--- config.mk ---
export PLATFORM = sky130hd
export DESIGN_NAME = dnd_res_queue
export DESIGN_NICKNAME = d
export VERILOG_FILES = /design/src/rtl/dnd_pkg.sv /design/src/rtl/dnd_res_queue.sv
export SDC_FILE = /design/constraint.sdc
export NUM_CORES = 1
export LEC_CHECK = 0
export BUFFER_PORTS_ARGS = -buffer_cell sky130_fd_sc_hd__buf_2
export CAP_MARGIN = 20
export CORE_MARGIN = 3
export CORE_UTILIZATION = 45
export CTS_CLUSTER_SIZE = 10
export DETAILED_ROUTE_END_ITERATION = 12
export PLACE_DENSITY = 0.7
export SLEW_MARGIN = 20
export SYNTH_ARGS = -nofsm -noshare
export SYNTH_HDL_FRONTEND = slang
export SYNTH_SLANG_ARGS = --single-unit
--- constraint.sdc ---
create_clock -name i_clk -period 8.2 [get_ports i_clk]
set_input_delay 0.82 -clock i_clk [delete_from_list [all_inputs] [get_ports i_clk]]
set_output_delay 0.82 -clock i_clk [all_outputs]
set_load 0.05 [all_outputs]
--- src/rtl/dnd_pkg.sv ---
`timescale 1ns / 1ps
`default_nettype none

package dnd_pkg;

    localparam int ADDR_W        = 9;
    localparam int MSG_BYTES_DEF = 512;
    localparam int MAX_HOPS_DEF  = 16;
    localparam int MAX_TEXT_DEF  = 256;
    localparam int POS_W         = 15;
    localparam int JOBQ_DEPTH    = 4;
    localparam int RESQ_DEPTH    = 2;

    localparam logic [7:0] DOT_CHAR = 8'h2E;
    localparam logic [1:0] PTR_TAG  = 2'b11;

    typedef enum logic {
        CMD_STORE  = 1'b0,
        CMD_DECODE = 1'b1
    } t_cmd;

    typedef enum logic [1:0] {
        ST_OK    = 2'd0,
        ST_RANGE = 2'd1,
        ST_HOPS  = 2'd2,
        ST_LONG  = 2'd3
    } t_status;

    typedef struct packed {
        logic        cmd;
        logic [8:0]  address;
        logic [7:0]  data_byte;
    } t_in_item;

    typedef struct packed {
        logic [31:0] text_chars;
        logic [2:0]  char_count;
        logic        last;
        t_status     status;
        logic [9:0]  next_offset;
    } t_out_item;

    typedef enum logic [1:0] {
        JOB_STORE,
        JOB_DECODE,
        JOB_DROP
    } t_job_kind;

    typedef struct packed {
        t_job_kind         kind;
        logic [ADDR_W-1:0] addr;
        logic [7:0]        data;
    } t_job;

    typedef enum logic [3:0] {
        W_IDLE,
        W_RD_LEN,
        W_LEN_WAIT,
        W_PTR_WAIT,
        W_CHARS,
        W_DOT,
        W_EMIT_RD,
        W_EMIT_PUSH,
        W_ERROR
    } t_walk_state;

endpackage

`default_nettype wire

--- src/rtl/dnd_res_queue.sv ---
`timescale 1ns / 1ps
`default_nettype none

module dnd_res_queue (
    input  wire logic               i_clk,
    input  wire logic               i_rst_n,
    input  wire logic               i_push,
    output logic                    o_full,
    input  wire dnd_pkg::t_out_item i_item,
    output logic                    o_empty,
    output dnd_pkg::t_out_item      o_item,
    input  wire logic               i_pop
);

    localparam int Depth = dnd_pkg::RESQ_DEPTH;
    localparam int PtrW  = (Depth > 1) ? $clog2(Depth) : 1;
    localparam int CntW  = $clog2(Depth + 1);

    dnd_pkg::t_out_item r_q [Depth];
    logic [PtrW-1:0] r_wp, r_rp;
    logic [CntW-1:0] r_cnt;
    logic            do_wr, do_rd;

    assign o_full  = (r_cnt == CntW'(Depth));
    assign o_empty = (r_cnt == '0);
    assign o_item  = r_q[r_rp];
    assign do_wr   = i_push && !o_full;
    assign do_rd   = i_pop && !o_empty;

    always_ff @(posedge i_clk) begin
        if (do_wr) begin
            r_q[r_wp] <= i_item;
        end
    end

    always_ff @(posedge i_clk) begin
        if (!i_rst_n) begin
            r_wp  <= '0;
            r_rp  <= '0;
            r_cnt <= '0;
        end else begin
            if (do_wr) begin
                r_wp <= (r_wp == PtrW'(Depth - 1)) ? '0 : r_wp + 1'b1;
            end
            if (do_rd) begin
                r_rp <= (r_rp == PtrW'(Depth - 1)) ? '0 : r_rp + 1'b1;
            end
            if (do_wr && !do_rd) begin
                r_cnt <= r_cnt + 1'b1;
            end else if (do_rd && !do_wr) begin
                r_cnt <= r_cnt - 1'b1;
            end
        end
    end

endmodule

`default_nettype wire

* Word level (Yosys, flattened, before mapping) *
Memories as Yosys holds them, arrays and structs flattened. A register that Yosys moved wholly into a read port is not among the register bits.
Cells that the tools add are included.

storage, ports and cells
  register bits = 4
  latch bits = 0
  RAM bits = 96
  ROM bits = 0
  output and inout bits = 50
  word-level logic and storage cells = 27
  memories = 1

cells by class
  add/subtract/negate cells = 4
  multiply operators = 0
  divide/modulo/power cells = 0
  magnitude comparators = 0
  equality and inequality tests = 1
  shift-type cells = 0
  mux-type cells = 8
  bitwise gates (word level) = 0
  reduce and logical (&&, ||, !) cells = 10

memory list
  name  words  width  rd ports  clocked after memory_dff  wr ports  line                 text
  r_q   2      48     1         1                         1         dnd_res_queue.sv:19  dnd_pkg::t_out_item r_q [Depth];

operators with widths
  cell                 number
  $mux 1               6
  $logic_and 1x1->1    4
  $logic_not 1->1      4
  $mux 2               2
  $add 1x1->1 const B  2
  $add 2x1->2 const B  1
  $eq 2x2->1 const B   1
  $logic_not 2->1      1
  $reduce_bool 2->1    1
  $sub 2x1->2 const B  1

* Depth between registers and ports, before layout *
  depth in word-level cells = 7
  gate-level depth with buffers = 7
  gate-level depth less buffers = 7

* Least setup slack after synthesis *
No wires, ideal clock.

  path kind = input-to-reg
  start point = input port i_push
  end point = memory r_q[0][0] (netlist name) (enable)
  data arrival time = 2.802 ns
  setup slack = 4.952 ns
  cell stages on the path = 2
  buffers on the path = 0
  cell sequence = inv_1 > nor3_2

between the ends
  cells in the longest elaborated chain, start to end = 3

ends and longest elaborated chain
  what                          line                 text
  from (decl)                   dnd_res_queue.sv:7   input wire logic i_push,
  $logic_and 1x1->1             dnd_res_queue.sv:27  assign do_wr = i_push && !o_full;
  $mux 1                        dnd_res_queue.sv:31  if (do_wr) begin
  $mux 1 (not written as such)  dnd_res_queue.sv:32  r_q[r_wp] <= i_item;
  to (decl)                     dnd_res_queue.sv:19

Every way passes these cells.

==> impl_metrics.json <==
{
  "yosysWarnings": 0,
  "reg2reg_slack_ns": 6.25,
  "n_fill_cell": 647,
  "post_drt_wl_per_cell_microns": 15.1,
  "netlist_top_cells_area": "edfxtp_1, mux2_2, dfxtp_1",
  "regArea_sq_um": 2990,
  "worst_ir_drop_vdd_uv": 183,
  "antenna_found_initial": 0,
  "dr_total_vias": 1878,
  "area_growth_pct": 23.4,
  "clockBufferDepth": 2,
  "cp.required_ns": 7.38,
  "port_buffers": 101,
  "syn-mean-instance-area_sq_um": 21.2,
  "fin_util_pct": 58.1,
  "final.min_clock_period_ns": 2.59,
  "ios": 102,
  "cts_resized": 0,
  "ys_types": 23,
  "start_util_pct": 47.1,
  "synth_area_sq_um": 3700,
  "die_area_sq_um": 9340,
  "multiInputGateArea_sq_um": 674,
  "start_kind": "flip-flop",
  "power_per_cell_area_nw_per_um2": 355,
  "rr_endpoint": "r_q[0][42]$_DFFE_PP_",
  "grt_pass1_vias": 1891,
  "period_share_pct": 31.6,
  "slew_violations": 0,
  "hold_viol": 0,
  "drv_cap": 0,
  "syn_nets": 227,
  "insertion_delay_ns": 0.34,
  "cts-buffers-inserted": 9,
  "reg2regPathDepth": 5,
  "synth_area_leader_cell": "edfxtp_1",
  "drt-total-wl_microns": 5880,
  "ys_ff_latch": 101,
  "final.setup.tns_ns": 0,
  "cts_tree": "built",
  "fmax_mhz": 386,
  "rows": 32,
  "diodes": 0,
  "die_h_microns": 96.6,
  "crit_type": "reg2out",
  "postSynthCellCount": 174,
  "r2r_start": "r_cnt[0]$_SDFFE_PN0P_",
  "viasPerCell": 4.82,
  "numClockSinks": 101,
  "cp_max_fo": 48,
  "cp-end-kind": "output pin",
  "drcViolationCount": 0,
  "tightest_slew_ns": 0.643,
  "grt_max_degree": 49,
  "grt.overflow.total": 0,
  "hold_buffers": 0,
  "ant_nets": 0,
  "holdCritStartpoint": "r_cnt[1]$_SDFFE_PN0P_",
  "clk_pin_slew_ns": 0.09,
  "max_slew_margin_pct": 57.1,
  "synth_top_area_share_pct": 78.0,
  "yosysSeqAreaShare_pct": 80.7,
  "clockRootBuffer": "clkbuf_8",
  "die_w_microns": 96.6,
  "postPlaceCellArea_sq_um": 4320,
  "p_leak_nw": 1.70,
  "drtPass1Iterations": 4,
  "status": "complete, no violations",
  "drt_iter0_drc": 61,
  "hpwl_microns": 3760,
  "rsz0062_at_grt": "no",
  "critPathCapture": "o_item[7]",
  "skew_ns": 0.00519,
  "htreeDepth": 3,
  "grt_util_all_layers_pct": 12.5,
  "stdcell_area_sq_um": 4560,
  "drive_gt1_share_pct": 58.0,
  "grt_pass1_wl_microns": 9050,
  "postCtsSetupBuffers": 0,
  "core_area_sq_um": 7850,
  "gp_congestion": 0.701,
  "worstPathArrival_ns": 1.77,
  "finalSetupViolCount": 0,
  "final_nets": 337,
  "hold_class": "reg2reg"
}
==> worst min-delay path by stage <==
stage | cells past startpoint | end
floorplan | 2 | r_cnt[1]$_SDFFE_PN0P_
global placement | 2 | r_cnt[1]$_SDFFE_PN0P_
detailed placement | 2 | r_cnt[1]$_SDFFE_PN0P_
CTS | 2 | r_cnt[1]$_SDFFE_PN0P_
global route | 2 | r_cnt[1]$_SDFFE_PN0P_
finish | 2 | r_cnt[1]$_SDFFE_PN0P_
==> where the power goes <==
| group | leakage (nW) | internal (mW) | switching [mW] |
|---|---|---|---|
| Combinational | 0.653 | 0.166 | 0.401 |
| Sequential | 0.938 | 0.649 | 0.0509 |
| Clock | 0.110 | 0.201 | 0.152 |
| Total | 1.70 | 1.02 | 0.604 |
==> layer usage <==
layer | global-route usage (%) | vias up | part of all wire [%]
met1 | 14.9 | 909 | 41
li1 | - | 892 | -
met2 | 19.9 | 68 | 48
met3 | 4.90 | 9 | 8.4
met4 | 5.83 | 0 | 1.6
met5 | 0 | - | 0
==> cell usage after synthesis (all sizes together) <==
cell type / count
and3: 1
a21boi: 2
nor2: 2
o21a: 1
edfxtp: 96
and2: 3
buf: 5
xor2: 1
xnor2: 2
inv: 2
nand2b: 1
or3: 1
dfxtp: 5
nor3: 1
mux2: 48
ha: 1
o21ai: 2
==> sequential cells by signal, summed over array words and instances, names as in the netlist, named ones only <==
register,cells
r_wp,1
r_cnt,2
r_q,96
r_rp,1
==> final cells by class <==
cell class                 count  area share [%]
multi-input combinational     66            14.8
clock inverter                 4            2.14
timing repair buffer         104            11.7
tap                          102            2.80
clock buffer                  11            2.88
sequential                   101            65.5
inverter                       2           0.165
==> critical path, cell delays in order (launching register included) <==
cell and delay (ns):
dfxtp_4 0.78, mux2_2 0.42, buf_2 0.21
==> cells in the final DEF, fill, tap and decap left out, types with 2 or more instances in the layout <==
cell type	Yosys	final
mux2_1	2	2
buf_2	2	101
bufinv_16	0	3
nor2_1	2	2
xnor2_1	2	2
edfxtp_1	96	96
clkbuf_1	0	2
clkbuf_8	0	9
dfxtp_1	5	4
buf_4	1	2
mux2_2	46	46
and2_1	3	3
==> kinds of logic after synthesis <==
family          count (synthesis)  synth area share (%)
simple gates                    9                  1.49
mux                            48                  14.6
xor+xnor                        3                 0.711
fa+ha+maj                       1                 0.338
flops                         101                  80.7
buf+inv                         7                  1.29
compound gates                  5                 0.880
==> per-stage QoR <==
step	total power [mW]	std cells	hold slack (ns)	worst slack, ns
2_1_floorplan	1.16	174	0.483	4.95
3_3_place_gp	1.28	374	0.506	5.43
3_5_place_dp	1.28	374	0.528	5.41
4_1_cts	1.64	389	0.559	5.56
5_1_grt	1.69	390	0.614	5.50
6_report	1.62	390	0.555	5.61
Note: power is estimated with default switching activity, not from simulation.
