## src/rtl/dnd_pkg.sv

```systemverilog
`timescale 1ns / 1ps
`default_nettype none

package dnd_pkg;

    localparam int ADDR_W        = 9;
    localparam int MSG_BYTES_DEF = 512;
    localparam int MAX_HOPS_DEF  = 16;
    localparam int MAX_TEXT_DEF  = 256;
    localparam int POS_W         = 15;
    localparam int JOBQ_DEPTH    = 4;
    localparam int RESQ_DEPTH    = 2;

    localparam logic [7:0] DOT_CHAR = 8'h2E;
    localparam logic [1:0] PTR_TAG  = 2'b11;

    typedef enum logic {
        CMD_STORE  = 1'b0,
        CMD_DECODE = 1'b1
    } t_cmd;

    typedef enum logic [1:0] {
        ST_OK    = 2'd0,
        ST_RANGE = 2'd1,
        ST_HOPS  = 2'd2,
        ST_LONG  = 2'd3
    } t_status;

    typedef struct packed {
        logic        cmd;
        logic [8:0]  address;
        logic [7:0]  data_byte;
    } t_in_item;

    typedef struct packed {
        logic [31:0] text_chars;
        logic [2:0]  char_count;
        logic        last;
        t_status     status;
        logic [9:0]  next_offset;
    } t_out_item;

    typedef enum logic [1:0] {
        JOB_STORE,
        JOB_DECODE,
        JOB_DROP
    } t_job_kind;

    typedef struct packed {
        t_job_kind         kind;
        logic [ADDR_W-1:0] addr;
        logic [7:0]        data;
    } t_job;

    typedef enum logic [3:0] {
        W_IDLE,
        W_RD_LEN,
        W_LEN_WAIT,
        W_PTR_WAIT,
        W_CHARS,
        W_DOT,
        W_EMIT_RD,
        W_EMIT_PUSH,
        W_ERROR
    } t_walk_state;

endpackage

`default_nettype wire

```

## src/rtl/dnd_front.sv

```systemverilog
`timescale 1ns / 1ps
`default_nettype none

module dnd_front #(
    parameter int MSG_BYTES = dnd_pkg::MSG_BYTES_DEF
) (
    input  wire logic              i_clk,
    input  wire logic              i_rst_n,
    input  wire logic              i_push,
    output logic                   o_full,
    input  wire dnd_pkg::t_in_item i_item,
    output logic                   o_job_valid,
    output dnd_pkg::t_job          o_job,
    input  wire logic              i_job_take
);

    localparam int Depth = dnd_pkg::JOBQ_DEPTH;
    localparam int PtrW  = (Depth > 1) ? $clog2(Depth) : 1;
    localparam int CntW  = $clog2(Depth + 1);

    dnd_pkg::t_job r_q [Depth];
    logic [PtrW-1:0] r_wp, r_rp;
    logic [CntW-1:0] r_cnt;
    dnd_pkg::t_job   job_in;
    logic            do_wr, do_rd;

    // classify the beat
    always_comb begin
        job_in.addr = i_item.address;
        job_in.data = i_item.data_byte;
        if (i_item.cmd == dnd_pkg::CMD_DECODE) begin
            job_in.kind = dnd_pkg::JOB_DECODE;
        end else if (32'(i_item.address) < MSG_BYTES) begin
            job_in.kind = dnd_pkg::JOB_STORE;
        end else begin
            job_in.kind = dnd_pkg::JOB_DROP;
        end
    end

    assign o_full      = (r_cnt == CntW'(Depth));
    assign o_job_valid = (r_cnt != '0);
    assign o_job       = r_q[r_rp];
    assign do_wr       = i_push && !o_full;
    assign do_rd       = i_job_take && o_job_valid;

    always_ff @(posedge i_clk) begin
        if (do_wr) begin
            r_q[r_wp] <= job_in;
        end
    end

    always_ff @(posedge i_clk) begin
        if (!i_rst_n) begin
            r_wp  <= '0;
            r_rp  <= '0;
            r_cnt <= '0;
        end else begin
            if (do_wr) begin
                r_wp <= (r_wp == PtrW'(Depth - 1)) ? '0 : r_wp + 1'b1;
            end
            if (do_rd) begin
                r_rp <= (r_rp == PtrW'(Depth - 1)) ? '0 : r_rp + 1'b1;
            end
            if (do_wr && !do_rd) begin
                r_cnt <= r_cnt + 1'b1;
            end else if (do_rd && !do_wr) begin
                r_cnt <= r_cnt - 1'b1;
            end
        end
    end

endmodule

`default_nettype wire

```

## config.mk

```make
export PLATFORM = sky130hd
export DESIGN_NAME = dnd_front
export DESIGN_NICKNAME = d
export VERILOG_FILES = /design/src/rtl/dnd_pkg.sv /design/src/rtl/dnd_front.sv
export SDC_FILE = /design/constraint.sdc
export NUM_CORES = 1
export LEC_CHECK = 0
export BUFFER_PORTS_ARGS = -buffer_cell sky130_fd_sc_hd__buf_2
export CAP_MARGIN = 20
export CORE_MARGIN = 3
export CORE_UTILIZATION = 50
export DETAILED_ROUTE_END_ITERATION = 8
export GPL_ROUTABILITY_DRIVEN = 0
export PLACE_DENSITY = 0.71
export SLEW_MARGIN = 0
export SYNTH_ARGS = -nofsm -noshare
export SYNTH_HDL_FRONTEND = slang
export SYNTH_SLANG_ARGS = --single-unit
```

## constraint.sdc

```tcl
create_clock -name i_clk -period 6.5 [get_ports i_clk]
set_input_delay 0.325 -clock i_clk [delete_from_list [all_inputs] [get_ports i_clk]]
set_output_delay 0.325 -clock i_clk [all_outputs]
set_load 0.005 [all_outputs]
```

Word level (Yosys, flattened, before mapping). Memories as Yosys holds them, arrays and structs flattened. A register that Yosys moved wholly into a read port is not among the register bits. Cells that the tools add are included.

Bits in registers: 7. RAM bits: 72. Input bits: 22. Output and inout bits: 21. Logic and storage cells: 29. Memories: 1.

Memory list: r_q (depth 4, width 18, rd ports 1, clocked after Yosys merged registers in 1, write ports 1, line dnd_front.sv:21) `dnd_pkg::t_job r_q [Depth];`.

Add/sub/neg operators: 4. Equality and inequality tests: 3. Muxes and demuxes: 9. Reduce and logical (&&, ||, !) cells: 9.

Operator list (count): $mux 2 (4); $mux 3 (2); $add 2x1->2 const B (2); $eq 2x2->1 const B (2); $logic_and 1x1->1 (4); $add 3x1->3 const B (1); $eq 3x3->1 const B (1); $logic_not 1->1 (3); $mux 1 (3); $reduce_bool 3->1 (1); $sub 3x1->3 const B (1); $reduce_bool 2->1 (1).

Logic depth before layout (Yosys ltp). Gate-level depths: netlist (run 1).

Word-level depth: 7. Mapped depth: 9. Depth with buffers taken out: 8.

Worst setup path after synthesis (run 1). Ideal clock, no wire load.

Path kind: register to register. From: register r_cnt[0]. To: register r_cnt[2]. Setup time: 0.076 ns. Arrival: 2.014 ns. Required time: 6.424 ns. Setup slack: 4.411 ns. Cell stages (with the launch flop): 8. Path buffers: 0. Period minus slack after synthesis: 2.089 ns. Cells stage by stage: dfxtp_1 o31ai_1 ha_1 inv_1 fa_1 xor2_1 or3_1 a21boi_0.

Word-level cells in the longest chain between the ends: 6. Elaborated cells between the ends (all ways): 14. Classes of those cells: add/sub: 2; eq/ne: 1; mux: 2; reduce/logical: 9.

RTL lines: from (decl) (line dnd_front.sv:23) `logic [CntW-1:0] r_cnt;`; from (signal assigned) (line dnd_front.sv:65) `r_cnt <= r_cnt + 1'b1;`; from (signal assigned) (line dnd_front.sv:67) `r_cnt <= r_cnt - 1'b1;`; branches (longest 6 deep; another with $sub 3x1->3).

Several ways; the timed one is not identified. The select of a mux whose other input is x is not followed. A chain may end at the register's enable or synchronous reset.

Worst setup path after layout (run 1). Same ends and word-level chain as after synthesis.

==> results of run 1 <==
[critical path: stages, from the launching register on]
cell,delay [ns]
dfxtp_1,0.45
nor3b_2,0.08
nor2b_1,0.43
ha_1,0.28
inv_1,0.07
fa_1,0.38
xor2_1,0.16
or3_1,0.31
a21boi_0,0.17
[per-layer routing]
layer	wire length [µm]	vias to the layer above	track usage [%]
met5	0	-	0
met4	64	0	6.043
met3	218	7	5.049
met2	2635	34	24.65
met1	1954	748	18.56
li1	-	682	-
[per-stage QoR]
step           std cells  util [%]
6_report             273     60.11
5_1_grt              273     60.11
4_1_cts              273     60.11
3_5_place_dp         257     56.77
3_3_place_gp         256     56.31
2_1_floorplan        147         -
[cells by family (layout without fill, tap and decap cells)]
group | Yosys count | count (layout) | synth area share, %
simple gates | 20 | 20 | 3.476
compound gates | 5 | 5 | 0.9589
fa+ha+maj | 7 | 7 | 3.036
mux | 21 | 21 | 14.86
xor+xnor | 2 | 2 | 0.5594
buf+inv | 10 | 61 | 2.197
other cells | 1 | 1 | 0.1197
flops | 81 | 81 | 74.79
[flip-flops by register name, indices dropped and copies added (netlist names), named ones only]
| name | cells |
|---|---|
| r_q | 72 |
| r_cnt | 3 |
| r_rp | 2 |
| r_wp | 2 |
[area by class of cell]
cell class	count	area share, %
Tap cell	75	2.606
Clock buffer	13	4.413
Clock inverter	3	1.147
Inverter	3	0.3127
Timing Repair Buffer	42	6.463
Sequential cell	81	65.05
Multi-Input combinational cell	56	20.01
[layout by cell type (no fill, tap or decap)]
master,count
nor3b_2,1
ha_1,6
xor2_1,1
xnor2_1,1
dfxtp_1,9
conb_1,1
o31ai_1,1
nor2b_1,2
clkinvlp_4,1
nor2_1,2
buf_2,41
buf_16,1
o21ai_0,3
bufinv_16,1
inv_1,3
and2_1,5
or3_1,2
nand3_1,2
mux2i_1,3
clkinv_1,1
clkbuf_8,11
a21boi_0,1
nand2_1,6
edfxtp_1,72
fa_1,1
clkbuf_1,2
mux4_2,10
mux4_1,8
[power by group]
group	switching [W]	total [W]	internal, W
sequential	0.0000409	0.000678	0.000637
combinational	0.000127	0.000289	0.000161
clock	0.000156	0.000353	0.000198
total	0.000324	0.00132	0.000996
[how the worst min path moves through the flow]
stage / slack [ns] / end
global placement: 0.48 / r_wp[1]
detailed placement: 0.50 / r_wp[1]
finish: 0.21 / r_q[3][10]
global route: 0.18 / r_q[3][1]
floorplan: 0.42 / r_q[0][0]
CTS: 0.18 / r_q[2][1]
==> impl_metrics.ini, run 1 <==
[outcome]
status = finished clean

[route]
first_iter_violations = 76
drt_first_pass_iters = 4
wirelength_um = 4873
vias_per_cell = 5.388
dr_total_vias = 1471
drt-wirelength-per-cell_um = 17.85
drc = 0
detail-route-antenna-nets = 0

[grt]
grt_max_degree = 19
grt_pass1_vias = 1589
grt_usage_pct = 15.06
antenna_found_initial = 0
grt_overflow = 0
grt_pass1_wl_um = 7983

[die]
rows = 28
ios = 43
fp.dieW_um = 85.14
fp.dieH_um = 85.14
fp.coreArea_um2 = 5991
die_area_um2 = 7249
initial_core_util_pct = 52.28

[synthesis]
synth_cell_type_count = 26
synthFlopType = edfxtp_1
async_flop_share_pct = 0
yosysTopAreaCellShare_pct = 69.04
syn_area_um2 = 3132
seq_area_frac_synth_pct = 74.79
ys_seq_elements = 81
synth-edff-count = 72
synth.area.top_cells = edfxtp_1 (69%), mux4_2 (7.2%), mux4_1 (6.7%)
yosys_warnings = 0
synth_area_per_cell_um2 = 21.30
syn-num-nets = 176
synth_top_cell_by_area = edfxtp_1
yosysMostFrequentCell = edfxtp_1
syn_inst = 147
yosys-top-cells-count = edfxtp_1 (72), mux4_2 (10), dfxtp_1 (9)

[layout]
finalInstanceArea_um2 = 3601
diodes = 0
nets = 222
multiInputGateArea_um2 = 720.7
seq_area_um2 = 2342
drive_above_1_share_pct = 33.33
final.fill_count = 424
area_delta_synth_final_pct = 14.98

[sta]
fin_skew_ns = 0.008348
rsz0062_at_grt = no
worst_pin_slew_ns = 0.9273
period_needed_ns = 2.412
drv_slew = 0
fmax_ghz = 0.4145
hold-worst-slack_ns = 0.2063
tns_ns = 0
period_share_pct = 37.11
setup_slack_ns = 4.088
setup_viol = 0
finalHoldViolations = 0
maxSlewHeadroom_pct = 38.18

[hold_path]
hold_start = i_item[10]
min_path_cells = 1
hp-class = in -> reg

[setup_path]
endpoint = r_cnt[2]
reg2reg_to = r_cnt[2]
rr_startpoint = r_cnt[0]
crit_path_end_kind = flop
cp.arrival_ns = 2.67
crit_required_ns = 6.75
path_class = reg -> reg
crit_path_start = r_cnt[0]
cp_max_fo = 7
r2r_slack_ns = 4.09
r2r_cells = 8
worst_setup_path_start_kind = flop

[cts]
hold_buffers = 0
cts_root_buf = clkbuf_8
post-cts-setup-buffers = 0
numCtsBuffers = 9
clk_latency_ns = 0.33
post_cts_resized = 0
numClockSinks = 81
clk_pin_slew_ns = 0.07
cts_tree = yes
cts_max_path_buffers = 2
h-tree-depth = 3

[place]
place_area_um2 = 3401
dp.final_hpwl_um = 3288
portBuffers = 41
dpl_worst_slack_ns = 4.104

[power]
power_w = 0.001320
leakagePower_nw = 1.271
power_density_nw_per_um2 = 366.5
ir_drop_mv = 0.1802

[run]
drv_cap = 0
No activity file was read; power rests on OpenSTA's default activity.
==> run 2, diff against run 1 <==
--- a/config.mk
+++ b/config.mk
@@ -11,7 +11,7 @@
 export CORE_UTILIZATION = 50
 export DETAILED_ROUTE_END_ITERATION = 8
 export GPL_ROUTABILITY_DRIVEN = 0
-export PLACE_DENSITY = 0.71
+export PLACE_DENSITY = 0.74
 export SLEW_MARGIN = 0
 export SYNTH_ARGS = -nofsm -noshare
 export SYNTH_HDL_FRONTEND = slang
==> constraint.sdc (replaced) <==
create_clock -name i_clk -period 1.9 [get_ports i_clk]
set_input_delay 0.095 -clock i_clk [delete_from_list [all_inputs] [get_ports i_clk]]
set_output_delay 0.095 -clock i_clk [all_outputs]
set_load 0.005 [all_outputs]
==> run 2 against run 1 <==
Against the previous run: register-to-register slack lost 4.1 ns; critical path depth is the same; via count grew 5.8%; sequential power grew to 3.3 times the previous value; sequential share of layout area shrank 5.4 points; first-iteration DRC count grew 13%; largest power group unchanged.
==> impl_metrics.ini, run 2 (synthesis results as in run 1) <==
[sta]
tns_ns = 0
fmax_ghz = 0.5271
period_needed_ns = 1.897
finalHoldViolations = 0
drv_slew = 0
setup_viol = 0
fin_skew_ns = 0.008781
rsz0062_at_grt = yes
period_share_pct = 99.86

[run]
drv_cap = 0

[die]
ios = 43
fp.dieW_um = 85.14
fp.dieH_um = 85.14
fp.coreArea_um2 = 5991
rows = 28
initial_core_util_pct = 52.28
die_area_um2 = 7249

[cts]
cts_max_path_buffers = 2
numClockSinks = 81
cts_tree = yes
clk_latency_ns = 0.34
numCtsBuffers = 9
clk_pin_slew_ns = 0.08
cts_root_buf = clkbuf_8
h-tree-depth = 3
post-cts-setup-buffers = 0

[layout]
nets = 250
diodes = 0
area_delta_synth_final_pct = 25.53
post-route-util_pct = 65.62
reg_top3 = r_q (72), r_cnt (3)
drive_above_1_share_pct = 37.61
layout_common_cells = edfxtp_1 (72), buf_2 (41), dlygate4sd3_1 (18)
largest_reg_flops = 72
final.fill_count = 399
layout_commonest_cell = edfxtp_1
fin_cells = 301
top_register = r_q

[grt]
antenna_found_initial = 0
grt_max_degree = 19
grt_overflow = 0
grt_pass1_vias = 1740
grt_usage_pct = 15.99
grt_pass1_wl_um = 8542

[setup_path]
crit_path_end_kind = flop
cp_max_fo = 4
crit_required_ns = 2.18
r2r_cells = 8
r2r_slack_ns = 0.003
cp.arrival_ns = 2.17
rr_startpoint = r_cnt[2]
path_class = reg -> reg
reg2reg_to = r_cnt[2]
worst_setup_path_start_kind = flop

[place]
dp.final_hpwl_um = 3473
portBuffers = 41
placed_cells = 267

[route]
drt_first_pass_iters = 4
first_iter_violations = 86
drc = 0
detail-route-antenna-nets = 0
dr_total_vias = 1557
drt-wirelength-per-cell_um = 17.50
wirelength_um = 5267
vias_per_cell = 5.173

[power]
power_density_nw_per_um2 = 1192
leakagePower_nw = 1.404
ir_drop_mv = 0.8072

[hold_path]
hold_path_end = r_wp[0]
min_path_cells = 3
hold_start = i_rst_n
hp-class = in -> reg

[outcome]
status = finished clean
run 2: cell types whose count changed in the layout (fill, tap and decap cells not counted), moves of 2 or more:
cell,before,now
dlygate4sd3_1,0,18
buf_12,0,5
buf_4,0,5
dfxtp_1,9,6
dfxtp_2,0,3
clkbuf_1,2,0
clkbuf_8,11,9
run 2: timing repair:
action	4_1_cts	5_1_grt
pin swaps	0	0
endpoints found under the setup margin	1	1
endpoints found under the hold margin	72	0
gates resized for setup	3	0
hold buffers	18	0
run 2: metrics by stage:
| stage | worst slack (ns) | hold WS (ns) | total power [W] | instance area [µm²] |
|---|---|---|---|---|
| 2_1_floorplan | 0.03029 | 0.1939 | 0.003041 | 3167 |
| 3_3_place_gp | 0.04378 | 0.3052 | 0.003440 | 3551 |
| 3_5_place_dp | -0.04012 | 0.3116 | 0.003513 | 3551 |
| 4_1_cts | -0.01036 | 0.06772 | 0.004758 | 3931 |
| 5_1_grt | -0.04477 | 0.07706 | 0.004938 | 3931 |
| 6_report | 0.002693 | 0.08737 | 0.004688 | 3931 |
run 2: how the worst max path moves through the flow:
stage,start,to,slack (ns),depth (start not counted)
after floorplan,r_cnt[2],r_cnt[2],0.03,9
after global placement,r_cnt[2],r_cnt[2],0.04,8
after detailed placement,r_cnt[2],r_cnt[2],-0.04,8
after CTS,r_cnt[2],r_cnt[2],-0.01,8
after global routing,r_cnt[2],r_cnt[2],-0.04,8
final,r_cnt[2],r_cnt[2],0.003,8
run 2: report_power, final:
part / total, W / internal, W / switching, W
clock: 0.00120 / 0.000604 / 0.000598
sequential: 0.00227 / 0.00218 / 0.0000895
combinational: 0.00122 / 0.000682 / 0.000536
total: 0.00469 / 0.00346 / 0.00122
run 2: layer usage:
layer / global-route usage, % / part of all wire, % / routed length, µm
met5: 0 / 0 / 0
met4: 7.338 / 2.2 / 114
met3: 4.563 / 4.0 / 210
met2: 26.91 / 54 / 2850
met1: 19.10 / 40 / 2092
run 2: final cells by class:
class	instances	area, µm²	share of cell area [%]
clock inverter	7	70.07	1.782
multi-input combinational	56	752.0	19.13
sequential	81	2346	59.68
tap	75	93.84	2.387
inverter	3	11.26	0.2864
timing repair buffer	70	534.3	13.59
clock buffer	9	123.9	3.151
run 2: critical path: stages, from the launching register on:
cell and delay (ns):
dfxtp_2 0.33, buf_6 0.12, o31ai_4 0.22, ha_4 0.18
inv_2 0.04, fa_2 0.33, xor2_1 0.15, or3_1 0.32
a21boi_1 0.14
==> run 3, diff against run 2 <==
--- a/config.mk
+++ b/config.mk
@@ -12,6 +12,7 @@
 export DETAILED_ROUTE_END_ITERATION = 8
 export GPL_ROUTABILITY_DRIVEN = 0
 export PLACE_DENSITY = 0.74
+export REMOVE_ABC_BUFFERS = 1
 export SLEW_MARGIN = 0
 export SYNTH_ARGS = -nofsm -noshare
 export SYNTH_HDL_FRONTEND = slang
==> run 3 against run 2 <==
Against the previous run: largest power group unchanged; cell area decreased by 2.0%; largest cell class unchanged; the flow now finishes with violations (setup timing); critical path depth is 1 lower; via count stayed put; critical path type unchanged.
==> impl_metrics.ini, run 3 (synthesis results as in run 1) <==
[outcome]
status = finished with violations
violations = setup timing

[route]
first_iter_violations = 61
dr_total_vias = 1557
detail-route-antenna-nets = 0
drc = 0
drt-wirelength-per-cell_um = 17.03
wirelength_um = 5126
vias_per_cell = 5.173
drt_first_pass_iters = 4

[power]
ir_drop_mv = 0.7025
leakagePower_nw = 1.388
power_density_nw_per_um2 = 1185
power_w = 0.004565

[grt]
grt_usage_pct = 15.71
grt_pass1_wl_um = 8280
grt_pass1_vias = 1732
antenna_found_initial = 0
grt_overflow = 0
grt_max_degree = 19

[cts]
numCtsBuffers = 9
h-tree-depth = 3
cts_root_buf = clkbuf_8
clk_latency_ns = 0.33
cts_tree = yes
numClockSinks = 81
cts_max_path_buffers = 2
clk_pin_slew_ns = 0.07

[layout]
nets = 251
diodes = 0
post-route-util_pct = 64.29
reg_top3 = r_q (72), r_cnt (3)
layout_commonest_cell = edfxtp_1
area_delta_synth_final_pct = 22.97
drive_above_1_share_pct = 36.28
largest_reg_flops = 72
top_register = r_q
layout_common_cells = edfxtp_1 (72), buf_2 (41), dlygate4sd3_1 (18)

[sta]
hold-worst-slack_ns = 0.1086
drv_slew = 0
fin_skew_ns = 0.003785
period_share_pct = 101.1
setup_viol = 1
setup_slack_ns = -0.02131
period_needed_ns = 1.921
finalHoldViolations = 0
rsz0062_at_grt = yes
tns_ns = -0.02131
fmax_ghz = 0.5205

[die]
fp.dieW_um = 85.14
fp.dieH_um = 85.14
die_area_um2 = 7249
rows = 28
ios = 43
fp.coreArea_um2 = 5991
initial_core_util_pct = 52.28

[setup_path]
cp_slowest_cell = dfxtp_2
crit_required_ns = 2.16
cp_max_fo = 5
cp.arrival_ns = 2.19
max_stage_delay_ns = 0.35
crit_path_start = r_cnt[2]
rr_startpoint = r_cnt[2]
path_buf_inv = 1
crit_path_end_kind = flop
path_cells = o31ai_2 -> ha_2 -> inv_1 -> fa_2 -> xor2_1 -> or3_1 -> a21boi_2
path_class = reg -> reg
cp_top_family = adder cells
worst_setup_path_start_kind = flop

[hold_path]
hold_start = i_rst_n
hp-class = in -> reg

[place]
portBuffers = 41
dp.final_hpwl_um = 3259
dpl_worst_slack_ns = -0.1593

[run]
drv_cap = 0
## run 3: changes by cell type in the layout (fill, tap and decap cells not counted), moves of 2 or more
| cell | delta |
|---|---|
| buf_12 | -4 |
| buf_4 | +6 |
| clkbuf_1 | +3 |
| clkinv_1 | -2 |
| dfxtp_1 | +2 |
| dfxtp_2 | -2 |
## run 3: cell type report
type / instances / area (µm²)
Fill cell: 414 / 2140
Clock inverter: 3 / 42.54
Multi-Input combinational cell: 56 / 737.0
Inverter: 3 / 11.26
Tap cell: 75 / 93.84
Sequential cell: 81 / 2344
Timing Repair Buffer: 71 / 488.0
Clock buffer: 12 / 135.1
## run 3: path summary, 6_finish.rpt
kind	slack, ns	depth (start not counted)	end
worst max-delay path	-0.02	7	r_cnt[2]
worst min register to register	0.52	2	r_wp[1]
worst max register to register	-0.02	7	r_cnt[2]
worst min-delay path	0.11	3	r_wp[1]
## run 3: what timing repair did
item | in CTS | in global routing
pin swaps | 1 | 1
resized for setup | 5 | 2
hold endpoints to repair | 72 | 0
hold buffers | 18 | 0
setup endpoints to repair | 1 | 1
buffers inserted | 1 | 0
## run 3: metal layers
| metal | routed length, µm | vias to the layer above | global-route usage, % | share of wire (%) |
|---|---|---|---|---|
| met5 | 0 | - | 0 | 0 |
| met4 | 78 | 0 | 6.906 | 1.5 |
| met3 | 215 | 9 | 4.272 | 4.2 |
| met2 | 2703 | 40 | 27.75 | 53 |
| met1 | 2128 | 772 | 17.81 | 42 |
| li1 | - | 736 | - | - |
## run 3: tightest hold or removal path: stages
cell	delay (ns)
buf_2	0.16
nand2_1	0.08
mux2i_1	0.06
## run 3: metrics by stage
stage	cell area, µm²	instances
after floorplan	3074	140
after global placement	3468	267
after detailed placement	3468	267
after CTS	3845	301
after global routing	3851	301
final	3851	301
## run 3: power breakdown
group	switching [W]	leakage [nW]	internal, W
Clock	0.000539	0.0864	0.000599
Sequential	0.0000853	0.734	0.00218
Combinational	0.000524	0.567	0.000641
